File: config.mk
export PLATFORM = sky130hd
export DESIGN_NAME = sfla_ctrl
export DESIGN_NICKNAME = d
export VERILOG_FILES = /design/src/rtl/assert_macros.svh /design/src/rtl/sfla_pkg.sv /design/src/rtl/sfla_ctrl.sv
export SDC_FILE = /design/constraint.sdc
export NUM_CORES = 1
export LEC_CHECK = 0
export ABC_AREA = 0
export BUFFER_PORTS_ARGS = -buffer_cell sky130_fd_sc_hd__buf_2
export CORE_AREA = 2 2 39 41
export CTS_CLUSTER_DIAMETER = 50
export CTS_CLUSTER_SIZE = 12
export DETAILED_ROUTE_END_ITERATION = 6
export DIE_AREA = 0 0 41 43
export HOLD_SLACK_MARGIN = 0.03
export PLACE_DENSITY = 0.44
export SLEW_MARGIN = 15
export SYNTH_ARGS = -nofsm -noshare
export SYNTH_HDL_FRONTEND = slang
export SYNTH_SLANG_ARGS = --single-unit
File: constraint.sdc
create_clock -name i_clk -period 0.84 [get_ports i_clk]
set_input_delay 0 -clock i_clk [delete_from_list [all_inputs] [get_ports i_clk]]
set_output_delay 0 -clock i_clk [all_outputs]
set_load 0.03 [all_outputs]
File: src/rtl/assert_macros.svh
// Assertion macros for the allocator RTL.
// Define ASSERT_OFF to compile every check away.
`ifndef ASSERT_MACROS_SVH
`define ASSERT_MACROS_SVH

`ifndef ASSERT_OFF

// Check a property on every rising edge outside reset.
`define SFLA_ASSERT(lbl, clk, rst_n, prop, msg) \
    lbl: assert property (@(posedge clk) disable iff (!rst_n) prop) else $error(msg);

// Check a property on every rising edge, reset included.
`define SFLA_ASSERT_ALWAYS(lbl, clk, prop, msg) \
    lbl: assert property (@(posedge clk) prop) else $error(msg);

`else

`define SFLA_ASSERT(lbl, clk, rst_n, prop, msg)
`define SFLA_ASSERT_ALWAYS(lbl, clk, prop, msg)

`endif

`endif

File: src/rtl/sfla_pkg.sv
// Shared types and constants of the segregated free-list allocator.
// No dependencies; imported by every allocator module.
package sfla_pkg;

    localparam int NUM_CLASSES      = 16;
    localparam int BLOCKS_PER_CLASS = 1024;
    localparam int CLASS_STEP       = 8;

    localparam int TOTAL_BLOCKS = NUM_CLASSES * BLOCKS_PER_CLASS;
    localparam int MAX_BYTES    = NUM_CLASSES * CLASS_STEP;

    localparam int CLS_W      = $clog2(NUM_CLASSES);
    localparam int IDX_W      = $clog2(BLOCKS_PER_CLASS);
    localparam int LINK_W     = $clog2(BLOCKS_PER_CLASS + 1);
    localparam int HANDLE_W   = 14;
    localparam int REQ_SIZE_W = 12;
    localparam int REQ_HDL_W  = 15;
    localparam int BYTES_W    = 8;

    // Null link: one past the last index of a class.
    localparam logic [LINK_W-1:0] NULL_LINK = LINK_W'(BLOCKS_PER_CLASS);

    typedef enum logic {
        OP_ALLOC = 1'b0,
        OP_FREE  = 1'b1
    } t_opcode;

    typedef enum logic [1:0] {
        ST_OK        = 2'd0,
        ST_EXHAUSTED = 2'd1,
        ST_BAD_SIZE  = 2'd2,
        ST_IGNORED   = 2'd3
    } t_status;

    typedef struct packed {
        t_opcode                 opcode;
        logic [REQ_SIZE_W-1:0]   request_size;
        logic [REQ_HDL_W-1:0]    block_handle;
    } t_req;

    typedef struct packed {
        t_status                 status;
        logic [HANDLE_W-1:0]     handle;
        logic [BYTES_W-1:0]      class_bytes;
    } t_rsp;

    typedef enum logic [1:0] {
        S_IDLE   = 2'd0,
        S_DECODE = 2'd1,
        S_POP    = 2'd2
    } t_state;

    // Controller to datapath.
    typedef struct packed {
        logic    load_req;
        logic    rd_link;
        logic    take_fresh;
        logic    take_pop;
        logic    push;
        logic    fail;
        t_status fail_status;
    } t_dp_cmd;

    // Datapath to controller.
    typedef struct packed {
        logic is_free;
        logic size_ok;
        logic handle_ok;
        logic head_valid;
        logic fresh_avail;
        logic out_free;
    } t_dp_sts;

endpackage

File: src/rtl/sfla_ctrl.sv
// Request sequencer of the allocator: accept, decode, optional link pop.
// Depends on sfla_pkg for the state enum and command/status structs.
module sfla_ctrl import sfla_pkg::*; (
    input  logic    i_clk,
    input  logic    i_rst_n,
    input  logic    i_req_valid,
    output logic    o_req_ready,
    input  t_dp_sts i_sts,
    output t_dp_cmd o_cmd
);

    t_state r_state;
    t_state n_state;

    always_ff @(posedge i_clk) begin
        if (!i_rst_n) begin
            r_state <= S_IDLE;
        end else begin
            r_state <= n_state;
        end
    end

    always_comb begin
        n_state = r_state;
        case (r_state)
            S_IDLE: begin
                if (i_req_valid) begin
                    n_state = S_DECODE;
                end
            end
            S_DECODE: begin
                if (!i_sts.is_free && i_sts.size_ok && i_sts.head_valid) begin
                    n_state = S_POP;
                end else if (i_sts.out_free) begin
                    n_state = S_IDLE;
                end
            end
            S_POP: begin
                if (i_sts.out_free) begin
                    n_state = S_IDLE;
                end
            end
            default: begin
                n_state = S_IDLE;
            end
        endcase
    end

    always_comb begin
        o_cmd       = '0;
        o_req_ready = 1'b0;
        case (r_state)
            S_IDLE: begin
                o_req_ready    = 1'b1;
                o_cmd.load_req = i_req_valid;
            end
            S_DECODE: begin
                if (i_sts.is_free) begin
                    if (i_sts.out_free) begin
                        if (i_sts.handle_ok) begin
                            o_cmd.push = 1'b1;
                        end else begin
                            o_cmd.fail        = 1'b1;
                            o_cmd.fail_status = ST_IGNORED;
                        end
                    end
                end else if (!i_sts.size_ok) begin
                    if (i_sts.out_free) begin
                        o_cmd.fail        = 1'b1;
                        o_cmd.fail_status = ST_BAD_SIZE;
                    end
                end else if (i_sts.head_valid) begin
                    // fetch the head's link; the pop commits next state
                    o_cmd.rd_link = 1'b1;
                end else if (i_sts.out_free) begin
                    if (i_sts.fresh_avail) begin
                        o_cmd.take_fresh = 1'b1;
                    end else begin
                        o_cmd.fail        = 1'b1;
                        o_cmd.fail_status = ST_EXHAUSTED;
                    end
                end
            end
            S_POP: begin
                o_cmd.take_pop = i_sts.out_free;
            end
            default: begin
                o_req_ready = 1'b0;
            end
        endcase
    end

endmodule

# --- Yosys cells after proc, flatten, opt, wreduce, memory -nomap -nowiden ---
# Cells that the tools add are included.
classes:
  n_eq_ne: 3
  muxes: 25
  reduce_logical: 4
op_table:
  columns: ["op", "n"]
  rows:
  - ["$mux W3", 7]
  - ["$mux W2", 6]
  - ["$mux W1", 9]
  - ["$mux W4", 2]
  - ["$pmux W2 S3", 1]
  - ["$eq A2 B1 Y1 const B", 1]
  - ["$eq A2 B2 Y1 const B", 1]
  - ["$logic_and A1 B1 Y1", 2]
  - ["$logic_not A2 Y1", 1]
  - ["$ne A2 B2 Y1 const B", 1]
  - ["$logic_not A1 Y1", 1]
word_totals:
  regBits: 2
  input_bits: 9
  output_inout_bits: 9
  elab_cells: 33

# --- Logic depth before layout (Yosys ltp) ---
depth:
  word_depth: 6
  ltp_mapped: 3
  depth_no_buf: 3

# --- Least setup slack after synthesis ---
# Ideal clock, no wire load.
synth_timing:
  kind: "register to register"
  start: "register r_state[0]"
  end: "register r_state[1]"
  setup_ns: 0.061
  arrival_time_ns: 1.414
  t_required_ns: 0.779
  slack_ns: -0.635
  stages_incl_launch_ff: 3
  n_path_buf: 0
  period_less_slack_ns: 1.475
  path_cell_list: "dfxtp_1 nor3b_1 o21a_1"
synth_via:
  elab_chain_len: 2
  elab_cells_between_ends: 5
  classes_between: "eq/ne (3); mux (1); reduce/logical (1)"
synth_rtl:
  columns: ["element", "line", "source"]
  rows:
  - ["start, declared", "sfla_ctrl.sv:12", "t_state r_state;"]
  - ["start signal, assigned", "sfla_ctrl.sv:19", "r_state <= n_state;"]
  - ["$eq A2 B2 Y1, or another cell as far along", "sfla_ctrl.sv:25", "case (r_state)"]
  - ["$pmux W2 S3 / $ne A2 B2 Y1 (equally long branches)", null, null]
# Several ways; a longest one is shown, not always the timed one.
# A chain may end at the register's enable or synchronous reset.

==> reports/metrics.yaml <==
synth_edf_count: 0
ctsRootBufferMaster: "clkbuf_4"
synth_area_leaders: "dfxtp_1 20%, nor3b_1 11%, nor2b_1 9.1%"
dieHeight_um: 43
fmax_mhz: 896
worst_pin_slew_ns: 0.261
crit_fanout: 3
gp_congestion: 0.620
cp-start-kind: "register"
ys_ff_latch: 2
place_hpwl_um: 639
start_util_pct: 14.8
hold_viol: 0
worstPathArrival_ns: 1.12
drc: 0
place_area_sq_um: 440
fin_tns_setup_ns: -2.19
clk_pin_slew_ns: 0.04
cap_violations: 0
crit_type: "reg2out"
multi_input_area_sq_um: 218
outcome: "finished, violations left"
end_kind: "output port"
cts_tree: "built"
slew_headroom_pct: 82.5
top_regs: "r_state (2)"
grt_pass1_wl_um: 1250
p_per_area_nw_per_um2: 1060
grt_overflow: 0
violations: "setup timing"
report.final.slew_viol_count: 0
clock_path_buffers: 2
ir_drop_mv: 0.576
regMostFlops: "r_state"
syn-cell-area_sq_um: 205
ioPinCount: 18
worstPathRequired_ns: 0.84
num_vias: 321
wl_per_cell_um: 10.3
ys_seq_area_share_pct: 19.5
antenna_cells: 0
dp.cells: 72
synth_top_area_cell: "dfxtp_1"
grt_max_degree: 8
finalSetupViolations: 11
htreeDepth: 1
die_x_um: 41
power_uw: 577
synth_cell_types: 19
synth.avg_cell_area_sq_um: 7.08
p_leak_uw: 0.000245
clock_latency_ns: 0.23
nets: 71
portBuffers: 17
routed_wl_um: 795
min_period_ns: 1.12
critical-path-slowest-cell: "dfxtp_4"
fin_ws_ns: -0.276
num_rows: 14
grt_pass1_vias: 324
netlist_instances: 29
syn_nets: 38
dieArea_sq_um: 1760
slowest_delay_ns: 0.33
seqCellArea_sq_um: 45.0
skew_ns: 0.00372
core-area_sq_um: 1380
min_path_type: "in2reg"
fin_util_pct: 39.2
viasPerCell: 4.17
path_cells: "nor2b_4, o21ai_4, a21oi_4, buf_6"
synth_top_area_share_pct: 19.5
final_antenna_net_count: 0
antenna_found_initial: 0
drive_gt1_share_pct: 73.8
dr.pass1.iters: 2
final_area_sq_um: 543
numCtsBuffers: 3
yosysWarnings: 0
track_usage_pct: 10.6
period_share_pct: 133
rsz0062_at_grt: "true"
drtIter0Drc: 3
cts.sinks: 2
final_cells: 77
synth-async-reset-ratio_pct: 0
synth_ff_type: "dfxtp_1"
fillers: 145
largest_register_ffs: 2
syn_to_final_growth_pct: 165
==> worst max-delay path, delay by kind of cell, from the launching register on <==
family	cells	cell delay, ns
AO/OA/AOI/OAI	2	0.24
flip-flops	1	0.33
buffers and inverters	1	0.14
AND/OR/NAND/NOR	1	0.18
==> what timing repair did <==
action / CTS / global route
cloned: 0 / 0
hold endpoints to repair: 1 / 0
pin swaps: 1 / 2
resized for setup: 19 / 1
setup endpoints to repair: 11 / 11
hold buffers: 1 / 0
setup buffers: 0 / 0
==> area by class of cell <==
| class | count | area share (%) |
|---|---|---|
| timing repair buffer | 28 | 41.0 |
| multi-input combinational | 24 | 40.1 |
| sequential | 2 | 8.29 |
| clock buffer | 4 | 4.84 |
| tap | 16 | 3.69 |
| inverter | 3 | 2.07 |
==> stage by stage <==
step / hold WS, ns / worst slack, ns
after global routing: 0.245 / -0.330
after global placement: 0.226 / -0.163
after detailed placement: 0.231 / -0.177
final: 0.235 / -0.276
after floorplan: 0.118 / -0.110
after CTS: 0.236 / -0.295
==> cells in the final DEF (no fill, tap or decap), drive strengths merged, types with 2 or more instances in the layout <==
cell type	instances
buf	27
nor2	4
clkbuf	4
nor2b	3
a21oi	3
inv	3
nor3b	3
o21ai	2
dfxtp	2
==> synthesized netlist by cell type, types with 2 or more instances <==
cell type,instances
a21oi_1,2
nor3b_1,3
nor2_1,4
inv_2,2
dfxtp_1,2
nor2b_1,3
==> power by group <==
group	internal, uW	leakage, uW	switching, uW
clock	177	0.0000150	64.8
sequential	99.5	0.0000175	2.29
combinational	117	0.000212	116
==> cell families after synthesis <==
family / count (synthesis) / share of synthesized area [%]
AND/OR/NAND/NOR: 17 / 54.3
buffers and inverters: 3 / 5.49
flip-flops: 2 / 19.5
AO/OA/AOI/OAI: 7 / 20.7
==> final timing paths <==
path                     from          to  slack (ns)  cells after the start
hold / removal    i_req_valid  r_state[0]        0.24                      4
setup reg to reg   r_state[0]  r_state[1]       -0.07                      3
setup / recovery   r_state[0]    o_cmd[0]       -0.28                      4
hold reg to reg    r_state[1]  r_state[0]        0.59                      2
==> layer usage <==
metal	GRT usage [%]	part of all wire, %
met4	4.00	0
met1	11.2	42
met2	17.2	48
met3	5.24	10
met5	0	0
(Power assumes the default switching activity.)
